`src/rtl/hsvrgb_pkg.sv`:
```
`default_nettype none

package hsvrgb_pkg;

  // Field widths
  localparam int unsigned HueW  = 9;
  localparam int unsigned PctW  = 7;
  localparam int unsigned ChanW = 8;

  // Internal widths
  localparam int unsigned FracW  = 6;   // position inside a 60 degree sector, 0..60
  localparam int unsigned WgtW   = 13;  // per-channel weight, at most 6000
  localparam int unsigned PartW  = 20;  // v * weight, at most 600000
  localparam int unsigned ScaleW = 24;  // part * 17, at most 10200000
  localparam int unsigned RecipW = 25;
  localparam int unsigned ProdW  = ScaleW + RecipW;

  // Arithmetic constants
  localparam logic [PctW-1:0]  FullPct   = 7'd100;
  localparam logic [FracW-1:0] SectorDeg = 6'd60;
  localparam logic [WgtW-1:0]  FullWgt   = 13'd6000;
  localparam logic [ChanW-1:0] AlphaOpaque = 8'hFF;

  // floor(t * 255 / 600000) == floor(t * 17 / 40000); divide by 40000 through
  // ceil(2^40 / 40000), exact for any dividend below 2^24
  localparam logic [RecipW-1:0] Recip40k   = 25'd27487791;
  localparam int unsigned       RecipShift = 40;

  // Hue sector boundaries
  localparam logic [HueW-1:0] Hue60  = 9'd60;
  localparam logic [HueW-1:0] Hue120 = 9'd120;
  localparam logic [HueW-1:0] Hue180 = 9'd180;
  localparam logic [HueW-1:0] Hue240 = 9'd240;
  localparam logic [HueW-1:0] Hue300 = 9'd300;
  localparam logic [HueW-1:0] Hue360 = 9'd360;

  typedef enum logic [2:0] {
    SecRedYel,
    SecYelGrn,
    SecGrnCyn,
    SecCynBlu,
    SecBluMag,
    SecMagRed,
    SecNone
  } sector_e;

endpackage

`default_nettype wire

```
`src/rtl/hsvrgb_if.sv`:
```
`default_nettype none

// HSV pixel word
interface hsvrgb_in_if;
  logic                              valid;
  logic                              ready;
  logic [hsvrgb_pkg::HueW-1:0]       hue;
  logic [hsvrgb_pkg::PctW-1:0]       saturation;
  logic [hsvrgb_pkg::PctW-1:0]       brightness;

  modport source (output valid, output hue, output saturation, output brightness,
                  input ready);
  modport sink   (input valid, input hue, input saturation, input brightness,
                  output ready);
endinterface

// RGBA pixel word
interface hsvrgb_out_if;
  logic                              valid;
  logic                              ready;
  logic [hsvrgb_pkg::ChanW-1:0]      red;
  logic [hsvrgb_pkg::ChanW-1:0]      green;
  logic [hsvrgb_pkg::ChanW-1:0]      blue;
  logic [hsvrgb_pkg::ChanW-1:0]      alpha;

  modport source (output valid, output red, output green, output blue, output alpha,
                  input ready);
  modport sink   (input valid, input red, input green, input blue, input alpha,
                  output ready);
endinterface

`default_nettype wire

```
`src/rtl/hsv_to_rgb_pixel.sv`:
```
// HSV to RGBA pixel converter.
// Accepted words pass stage registers 1 to 6 to pix_o. Throughput: one word
// per cycle while pix_o.ready is high; each of the six register stages takes
// a new word whenever it is empty or its successor advances, so bubbles collapse.
// Reset clears the stage valid bits only; the data registers are not reset.
`default_nettype none

module hsv_to_rgb_pixel (
  input  wire logic           clk_i,
  input  wire logic           rst_ni,
  hsvrgb_in_if.sink           pix_i,
  hsvrgb_out_if.source        pix_o
);

  // Stage enables and valid bits
  logic [6:1] vld_q;
  logic [6:1] en;

  always_comb begin
    en[6] = !vld_q[6] || pix_o.ready;
    en[5] = !vld_q[5] || en[6];
    en[4] = !vld_q[4] || en[5];
    en[3] = !vld_q[3] || en[4];
    en[2] = !vld_q[2] || en[3];
    en[1] = !vld_q[1] || en[2];
  end

  assign pix_i.ready = en[1];

  always_ff @(posedge clk_i or negedge rst_ni) begin
    if (!rst_ni) begin
      vld_q <= '0;
    end else begin
      if (en[1]) vld_q[1] <= pix_i.valid;
      if (en[2]) vld_q[2] <= vld_q[1];
      if (en[3]) vld_q[3] <= vld_q[2];
      if (en[4]) vld_q[4] <= vld_q[3];
      if (en[5]) vld_q[5] <= vld_q[4];
      if (en[6]) vld_q[6] <= vld_q[5];
    end
  end

  // ---------------------------------------------------------------------
  // Stage 1: clamp percentages, find sector and position inside it
  // ---------------------------------------------------------------------
  logic [hsvrgb_pkg::PctW-1:0]  s1_sat_d, s1_sat_q, s1_val_d, s1_val_q;
  logic [hsvrgb_pkg::FracW-1:0] s1_frac_d, s1_frac_q;
  hsvrgb_pkg::sector_e          s1_sec_d, s1_sec_q;
  logic [hsvrgb_pkg::HueW-1:0]  s1_base;
  logic [hsvrgb_pkg::HueW-1:0]  s1_diff;

  always_comb begin
    s1_sat_d = (pix_i.saturation > hsvrgb_pkg::FullPct) ? hsvrgb_pkg::FullPct
                                                        : pix_i.saturation;
    s1_val_d = (pix_i.brightness > hsvrgb_pkg::FullPct) ? hsvrgb_pkg::FullPct
                                                        : pix_i.brightness;
    if (pix_i.hue < hsvrgb_pkg::Hue60) begin
      s1_sec_d = hsvrgb_pkg::SecRedYel;
      s1_base  = '0;
    end else if (pix_i.hue < hsvrgb_pkg::Hue120) begin
      s1_sec_d = hsvrgb_pkg::SecYelGrn;
      s1_base  = hsvrgb_pkg::Hue60;
    end else if (pix_i.hue < hsvrgb_pkg::Hue180) begin
      s1_sec_d = hsvrgb_pkg::SecGrnCyn;
      s1_base  = hsvrgb_pkg::Hue120;
    end else if (pix_i.hue < hsvrgb_pkg::Hue240) begin
      s1_sec_d = hsvrgb_pkg::SecCynBlu;
      s1_base  = hsvrgb_pkg::Hue180;
    end else if (pix_i.hue < hsvrgb_pkg::Hue300) begin
      s1_sec_d = hsvrgb_pkg::SecBluMag;
      s1_base  = hsvrgb_pkg::Hue240;
    end else if (pix_i.hue <= hsvrgb_pkg::Hue360) begin
      s1_sec_d = hsvrgb_pkg::SecMagRed;
      s1_base  = hsvrgb_pkg::Hue300;
    end else begin
      // out of range hue: grey, position unused
      s1_sec_d = hsvrgb_pkg::SecNone;
      s1_base  = '0;
    end
    s1_diff   = pix_i.hue - s1_base;
    s1_frac_d = s1_diff[hsvrgb_pkg::FracW-1:0];
  end

  always_ff @(posedge clk_i) begin
    if (en[1]) begin
      s1_sat_q  <= s1_sat_d;
      s1_val_q  <= s1_val_d;
      s1_frac_q <= s1_frac_d;
      s1_sec_q  <= s1_sec_d;
    end
  end

  // ---------------------------------------------------------------------
  // Stage 2: secondary slope times saturation, offset weight
  // ---------------------------------------------------------------------
  logic [hsvrgb_pkg::FracW-1:0] s2_slope;
  logic [hsvrgb_pkg::PctW-1:0]  s2_unsat;
  logic [hsvrgb_pkg::WgtW-1:0]  s2_sx_d, s2_sx_q, s2_off_d, s2_off_q;
  logic [hsvrgb_pkg::PctW-1:0]  s2_val_q;
  hsvrgb_pkg::sector_e          s2_sec_q;

  always_comb begin
    // rising sectors count up, falling sectors count down
    if (s1_sec_q == hsvrgb_pkg::SecYelGrn || s1_sec_q == hsvrgb_pkg::SecCynBlu ||
        s1_sec_q == hsvrgb_pkg::SecMagRed) begin
      s2_slope = hsvrgb_pkg::SectorDeg - s1_frac_q;
    end else begin
      s2_slope = s1_frac_q;
    end
    s2_unsat = hsvrgb_pkg::FullPct - s1_sat_q;
    s2_sx_d  = hsvrgb_pkg::WgtW'(s1_sat_q) * hsvrgb_pkg::WgtW'(s2_slope);
    s2_off_d = hsvrgb_pkg::WgtW'(s2_unsat) * hsvrgb_pkg::WgtW'(hsvrgb_pkg::SectorDeg);
  end

  always_ff @(posedge clk_i) begin
    if (en[2]) begin
      s2_sx_q  <= s2_sx_d;
      s2_off_q <= s2_off_d;
      s2_val_q <= s1_val_q;
      s2_sec_q <= s1_sec_q;
    end
  end

  // ---------------------------------------------------------------------
  // Stage 3: secondary channel weight
  // ---------------------------------------------------------------------
  logic [hsvrgb_pkg::WgtW:0]    s3_sum;
  logic [hsvrgb_pkg::WgtW-1:0]  s3_wx_q, s3_wm_q;
  logic [hsvrgb_pkg::PctW-1:0]  s3_val_q;
  hsvrgb_pkg::sector_e          s3_sec_q;

  // at most 6000, so the carry is always clear
  assign s3_sum = {1'b0, s2_sx_q} + {1'b0, s2_off_q};

  always_ff @(posedge clk_i) begin
    if (en[3]) begin
      s3_wx_q  <= s3_sum[hsvrgb_pkg::WgtW-1:0];
      s3_wm_q  <= s2_off_q;
      s3_val_q <= s2_val_q;
      s3_sec_q <= s2_sec_q;
    end
  end

  // ---------------------------------------------------------------------
  // Stage 4: scale weights by value
  // ---------------------------------------------------------------------
  logic [hsvrgb_pkg::PartW-1:0] s4_pc_q, s4_px_q, s4_pm_q;
  hsvrgb_pkg::sector_e          s4_sec_q;

  always_ff @(posedge clk_i) begin
    if (en[4]) begin
      s4_pc_q  <= hsvrgb_pkg::PartW'(s3_val_q) * hsvrgb_pkg::PartW'(hsvrgb_pkg::FullWgt);
      s4_px_q  <= hsvrgb_pkg::PartW'(s3_val_q) * hsvrgb_pkg::PartW'(s3_wx_q);
      s4_pm_q  <= hsvrgb_pkg::PartW'(s3_val_q) * hsvrgb_pkg::PartW'(s3_wm_q);
      s4_sec_q <= s3_sec_q;
    end
  end

  // ---------------------------------------------------------------------
  // Stage 5: route parts to channels, times 17
  // ---------------------------------------------------------------------
  logic [hsvrgb_pkg::PartW-1:0]  s5_r, s5_g, s5_b;
  logic [hsvrgb_pkg::ScaleW-1:0] s5_nr_q, s5_ng_q, s5_nb_q;

  always_comb begin
    unique case (s4_sec_q)
      hsvrgb_pkg::SecRedYel: begin s5_r = s4_pc_q; s5_g = s4_px_q; s5_b = s4_pm_q; end
      hsvrgb_pkg::SecYelGrn: begin s5_r = s4_px_q; s5_g = s4_pc_q; s5_b = s4_pm_q; end
      hsvrgb_pkg::SecGrnCyn: begin s5_r = s4_pm_q; s5_g = s4_pc_q; s5_b = s4_px_q; end
      hsvrgb_pkg::SecCynBlu: begin s5_r = s4_pm_q; s5_g = s4_px_q; s5_b = s4_pc_q; end
      hsvrgb_pkg::SecBluMag: begin s5_r = s4_px_q; s5_g = s4_pm_q; s5_b = s4_pc_q; end
      hsvrgb_pkg::SecMagRed: begin s5_r = s4_pc_q; s5_g = s4_pm_q; s5_b = s4_px_q; end
      default:               begin s5_r = s4_pm_q; s5_g = s4_pm_q; s5_b = s4_pm_q; end
    endcase
  end

  always_ff @(posedge clk_i) begin
    if (en[5]) begin
      s5_nr_q <= (hsvrgb_pkg::ScaleW'(s5_r) << 4) + hsvrgb_pkg::ScaleW'(s5_r);
      s5_ng_q <= (hsvrgb_pkg::ScaleW'(s5_g) << 4) + hsvrgb_pkg::ScaleW'(s5_g);
      s5_nb_q <= (hsvrgb_pkg::ScaleW'(s5_b) << 4) + hsvrgb_pkg::ScaleW'(s5_b);
    end
  end

  // ---------------------------------------------------------------------
  // Stage 6: divide by 40000 through the reciprocal, output register
  // ---------------------------------------------------------------------
  logic [hsvrgb_pkg::ProdW-1:0] s6_pr, s6_pg, s6_pb;
  logic [hsvrgb_pkg::ChanW-1:0] s6_red_q, s6_grn_q, s6_blu_q;

  assign s6_pr = hsvrgb_pkg::ProdW'(s5_nr_q) * hsvrgb_pkg::ProdW'(hsvrgb_pkg::Recip40k);
  assign s6_pg = hsvrgb_pkg::ProdW'(s5_ng_q) * hsvrgb_pkg::ProdW'(hsvrgb_pkg::Recip40k);
  assign s6_pb = hsvrgb_pkg::ProdW'(s5_nb_q) * hsvrgb_pkg::ProdW'(hsvrgb_pkg::Recip40k);

  always_ff @(posedge clk_i) begin
    if (en[6]) begin
      s6_red_q <= s6_pr[hsvrgb_pkg::RecipShift +: hsvrgb_pkg::ChanW];
      s6_grn_q <= s6_pg[hsvrgb_pkg::RecipShift +: hsvrgb_pkg::ChanW];
      s6_blu_q <= s6_pb[hsvrgb_pkg::RecipShift +: hsvrgb_pkg::ChanW];
    end
  end

  // Drive the result word
  assign pix_o.valid = vld_q[6];
  assign pix_o.red   = s6_red_q;
  assign pix_o.green = s6_grn_q;
  assign pix_o.blue  = s6_blu_q;
  assign pix_o.alpha = hsvrgb_pkg::AlphaOpaque;

endmodule

`default_nettype wire
```
`src/flat_wrapper.sv`:
```
// flat-port wrapper written by rule: the top's interface ports become plain ports
module hsv_to_rgb_pixel_flat 
  (clk_i, rst_ni, pix_i_valid, pix_i_hue, pix_i_saturation, pix_i_brightness, pix_i_ready, pix_o_valid, pix_o_red, pix_o_green, pix_o_blue, pix_o_alpha, pix_o_ready);
  hsvrgb_in_if pix_i_i ();
  hsvrgb_out_if pix_o_i ();
  input  wire logic clk_i;
  input  wire logic rst_ni;
  input wire logic [$bits(pix_i_i.valid)-1:0] pix_i_valid;
  input wire logic [$bits(pix_i_i.hue)-1:0] pix_i_hue;
  input wire logic [$bits(pix_i_i.saturation)-1:0] pix_i_saturation;
  input wire logic [$bits(pix_i_i.brightness)-1:0] pix_i_brightness;
  output wire logic [$bits(pix_i_i.ready)-1:0] pix_i_ready;
  output wire logic [$bits(pix_o_i.valid)-1:0] pix_o_valid;
  output wire logic [$bits(pix_o_i.red)-1:0] pix_o_red;
  output wire logic [$bits(pix_o_i.green)-1:0] pix_o_green;
  output wire logic [$bits(pix_o_i.blue)-1:0] pix_o_blue;
  output wire logic [$bits(pix_o_i.alpha)-1:0] pix_o_alpha;
  input wire logic [$bits(pix_o_i.ready)-1:0] pix_o_ready;
  assign pix_i_i.valid = pix_i_valid;
  assign pix_i_i.hue = pix_i_hue;
  assign pix_i_i.saturation = pix_i_saturation;
  assign pix_i_i.brightness = pix_i_brightness;
  assign pix_i_ready = pix_i_i.ready;
  assign pix_o_valid = pix_o_i.valid;
  assign pix_o_red = pix_o_i.red;
  assign pix_o_green = pix_o_i.green;
  assign pix_o_blue = pix_o_i.blue;
  assign pix_o_alpha = pix_o_i.alpha;
  assign pix_o_i.ready = pix_o_ready;
  hsv_to_rgb_pixel u_core (.clk_i(clk_i), .rst_ni(rst_ni), .pix_i(pix_i_i), .pix_o(pix_o_i));
endmodule
```
`config.mk`:
```
export PLATFORM = sky130hd
export DESIGN_NAME = hsv_to_rgb_pixel_flat
export DESIGN_NICKNAME = d
export VERILOG_FILES = /design/src/rtl/hsvrgb_pkg.sv /design/src/rtl/hsvrgb_if.sv /design/src/rtl/hsv_to_rgb_pixel.sv /design/src/flat_wrapper.sv
export SDC_FILE = /design/constraint.sdc
export NUM_CORES = 2
export LEC_CHECK = 0
export BUFFER_PORTS_ARGS = -buffer_cell sky130_fd_sc_hd__buf_2
export CORE_MARGIN = 5
export CORE_UTILIZATION = 25
export CTS_BUF_LIST = sky130_fd_sc_hd__clkbuf_4
export DETAILED_ROUTE_END_ITERATION = 10
export HOLD_SLACK_MARGIN = 0.02
export PLACE_DENSITY = 0.41
export SLEW_MARGIN = 40
export SYNTH_ARGS = -nofsm -noshare
export SYNTH_HDL_FRONTEND = slang
export SYNTH_SLANG_ARGS = --single-unit
```
`constraint.sdc`:
```
create_clock -name clk_i -period 10.65 [get_ports clk_i]
set_input_delay 1.5975 -clock clk_i [delete_from_list [all_inputs] [get_ports clk_i]]
set_output_delay 1.5975 -clock clk_i [all_outputs]
set_load 0.01 [all_outputs]
```
==> key figures <==
Final layout
  – NumNets Final: 6928
  – Layout Area Growth over Synthesis: 9.10%
  – Most frequent cells in the layout: inv_1, ha_1, fa_1
  – # fillers: 21423
  – Register area: between 7000 and 8000 um2
  – Commonest non-fill, non-tap cell in the layout: inv_1
  – Share of layout cells above drive strength 1: 4.47%
  – Area of the multi-input gates: between 30000 and 40000 um2

Clock tree
  – CTS tree: done
  – Worst-Skew Late Latency: a little over 1 ns
  – Bufs on Longest Clock Path: 3
  – Clock Tree Root: clkbuf_4
  – Number of H-tree levels: 3
  – Num CTS Buffers: 86
  – Clock sink total: 250
  – CTS resizes: 0
  – Clock Pin Slew Worst Setup and Hold Paths: 0.06 ns
  – Post-CTS Hold Fix Bufs: 0
  – Setup Fix Bufs, Post-CTS: 0

Floorplanning
  – Die ar.: between 200000 and 250000 um2
  – FP Rows: 165
  – Die X: 462 um
  – IO Count: 61
  – Initial Util: between 20% and 30%
  – Core area: 203000 um2
  – Die Span Y: 462 um

Placement
  – Post-DP HPWL: 122 mm
  – RD Place Congestion: 0.879
  – Port bufs: 52

Yosys
  – Register bit count reported by yosys: 250
  – EDFF count, synth: 244
  – Post-Syn Area: 51000 um2
  – Distinct cell type count after synthesis: 74
  – Mux share of post-synthesis cell area: 0.473%
  – Synth Area in Compound Gates: 6.88%
  – Top area cells in the synthesized netlist: fa_1, ha_1, edfxtp_1
  – Post-synthesis simple-gate area fraction: around 6.8%
  – Dominant synthesized flop cell: edfxtp_1
  – Adder-cell share of the synthesized area: 57.5%
  – XOR/XNOR Fraction of Synth Area: 2.83%
  – Async set-reset flop share out of synthesis: under 10%
  – Largest family of logic cells by synthesized area: adder cells
  – Share of the synthesized area in the top cell type: 34.8%
  – Largest area contributor in the netlist: fa_1
  – Post-Syn Area per Cell: between 10 and 15 um2
  – Register area share after synthesis: 14.7%
  – Cells after Synth: 4988
  – YS warnings: 0

STA
  – Fin Clk Skew: a little over 0.09 ns
  – Final number of setup-violating endpoints: 0
  – Final Slew Violations: 0
  – Worst slew pin tran: between 0.8 and 0.9 ns
  – TNS Setup: 0 ns
  – Max-Slew Margin vs Limit: 43.3%
  – Crit share post-route: 68.3%
  – Hold Vio Cnt, Final: 0
  – RSZ-0062 raised after global routing: false
  – Final Critical Period: 7.27 ns
  – Fmax: 138 MHz

Global route
  – Global Route Usage Sum: 13.4%
  – Number of global-route vias before repair: 36755
  – Grt ovf: 0
  – Largest net degree at the start of global routing: 74
  – Initial antenna violation count: 5
  – First-pass GRT wire length: 219 mm

Drt
  – First-pass detailed-route iteration total: 5
  – ANT nets after route: 0
  – Post-Route WL: 139 mm
  – Routed vias: 32982
  – Post-DR vias/cell: between 4 and 5
  – Drc violations: 0
  – DR WL/cell: 17.8 um
  – DR iter-0 viols: 1459

Critical path
  – Critical path type: flip-flop to flip-flop
  – Setup crit end kind: flip-flop
  – Crit path DAT: 8.12 ns
  – Startpoint Class: flip-flop
  – Crit path max fanout: 6
  – CP required: approximately 12 ns

Outcome
  – Status: finished, final reports clean

Run
  – Max-cap check violation count: 0

Min path
  – Hold Crit Class: flip-flop to flip-flop
==> kinds of logic (layout without fill, tap and decap cells) <==
logic type,count (synthesis),in the layout
multiplexers,24,24
buffers and inverters,1465,1615
XOR/XNOR,165,165
AO/OA/AOI/OAI,536,536
other,1,17
flip-flops,250,250
AND/OR/NAND/NOR,734,734
adder cells (fa/ha/maj),1813,1813
==> per-layer routing <==
layer / routed length [um] / GRT usage (%)
met4: 2930 / 3.17
met5: 27 / 0
met1: 67900 / 19.0
met3: 4570 / 1.74
met2: 63700 / 21.9
==> state kept, by name, indices dropped and copies added, names as in the netlist <==
name	flops
u_core.s4_pm_q	18
u_core.s1_val_q	7
u_core.s3_wx_q	13
u_core.s2_sec_q	3
u_core.s2_off_q	11
u_core.pix_o.red	8
u_core.s3_wm_q	11
u_core.s2_val_q	7
u_core.s4_sec_q	3
u_core.s1_sec_q	3
u_core.s3_sec_q	3
u_core.s2_sx_q	13
u_core.s3_val_q	7
u_core.s4_pc_q	16
u_core.s5_nr_q	24
u_core.s5_ng_q	24
u_core.s5_nb_q	24
u_core.s1_sat_q	7
u_core.pix_o.blue	8
u_core.pix_o.green	8
u_core.s4_px_q	20
u_core.s1_frac_q	6
u_core.vld_q	6
==> synth_stat cells, drive strengths merged (6+ instances only) <==
cell type	n
a2111oi	12
a211o	14
a211oi	8
a21boi	6
a21o	56
a21oi	139
a22oi	12
a31o	7
a31oi	35
and2	88
and3	19
buf	17
clkbuf	49
dfrtp	6
edfxtp	244
fa	886
ha	927
inv	1399
mux2i	23
nand2	265
nand2b	17
nand3	40
nand4	18
nor2	164
nor2b	26
nor3	49
nor4	9
o2111ai	7
o211ai	19
o21a	18
o21ai	104
o21bai	25
o221ai	17
o22ai	16
o31ai	7
or2	15
or3	8
xnor2	125
xor2	40
==> worst paths after layout <==
check,start,end,cells after the start,slack (ns)
max,u_core.s5_nb_q[12],u_core.pix_o.blue[7],19,3.38
min,u_core.s2_sx_q[0],u_core.s3_wx_q[0],0,0.39
max reg2reg,u_core.s5_nb_q[12],u_core.pix_o.blue[7],19,3.38
min reg2reg,u_core.s2_sx_q[0],u_core.s3_wx_q[0],0,0.39
max in group asynchronous,rst_ni,u_core.vld_q[1],1,9.96
min in group asynchronous,rst_ni,u_core.vld_q[2],1,0.49
==> stage by stage <==
step	instance area [um2]	hold WS (ns)	worst slack (ns)	instances	util (%)
3_5_place_dp	54600	0.405	3.31	7672	27.0
4_1_cts	55600	0.311	3.33	7817	27.5
6_report	55600	0.385	3.38	7826	27.5
5_1_grt	55600	0.377	3.02	7820	27.5
2_1_floorplan	51000	0.400	4.46	4995	-
3_3_place_gp	54500	0.408	2.99	7672	26.9
==> worst max-delay path, cell delays in order, from the launching register on <==
cell      delay [ns]
edfxtp_1        0.53
fa_1            0.64
fa_1            0.58
inv_1           0.06
fa_1            0.54
inv_1           0.07
fa_1            0.58
fa_1            0.45
fa_1            0.54
inv_1           0.06
fa_1            0.48
inv_1           0.04
ha_1            0.31
a21o_1          0.21
a221oi_1        0.51
nand4b_1        0.14
o21ai_0         0.54
a31oi_1         0.29
or4_1           0.45
nand3_1         0.09
==> final cells by class <==
type                    count  share of cell area, %
diodes                      9                 0.0405
clock buffers             105                   1.42
clock inverters            40                  0.432
inverters                1399                   9.44
multi-input cells        3280                   68.5
flip-flops and latches    250                   13.4
well taps                2672                   6.01
repair buffers             71                  0.731
Power is left out: the tool's default activity adds up to more than one toggle a clock period on the data nets, which glitch-free logic cannot reach.
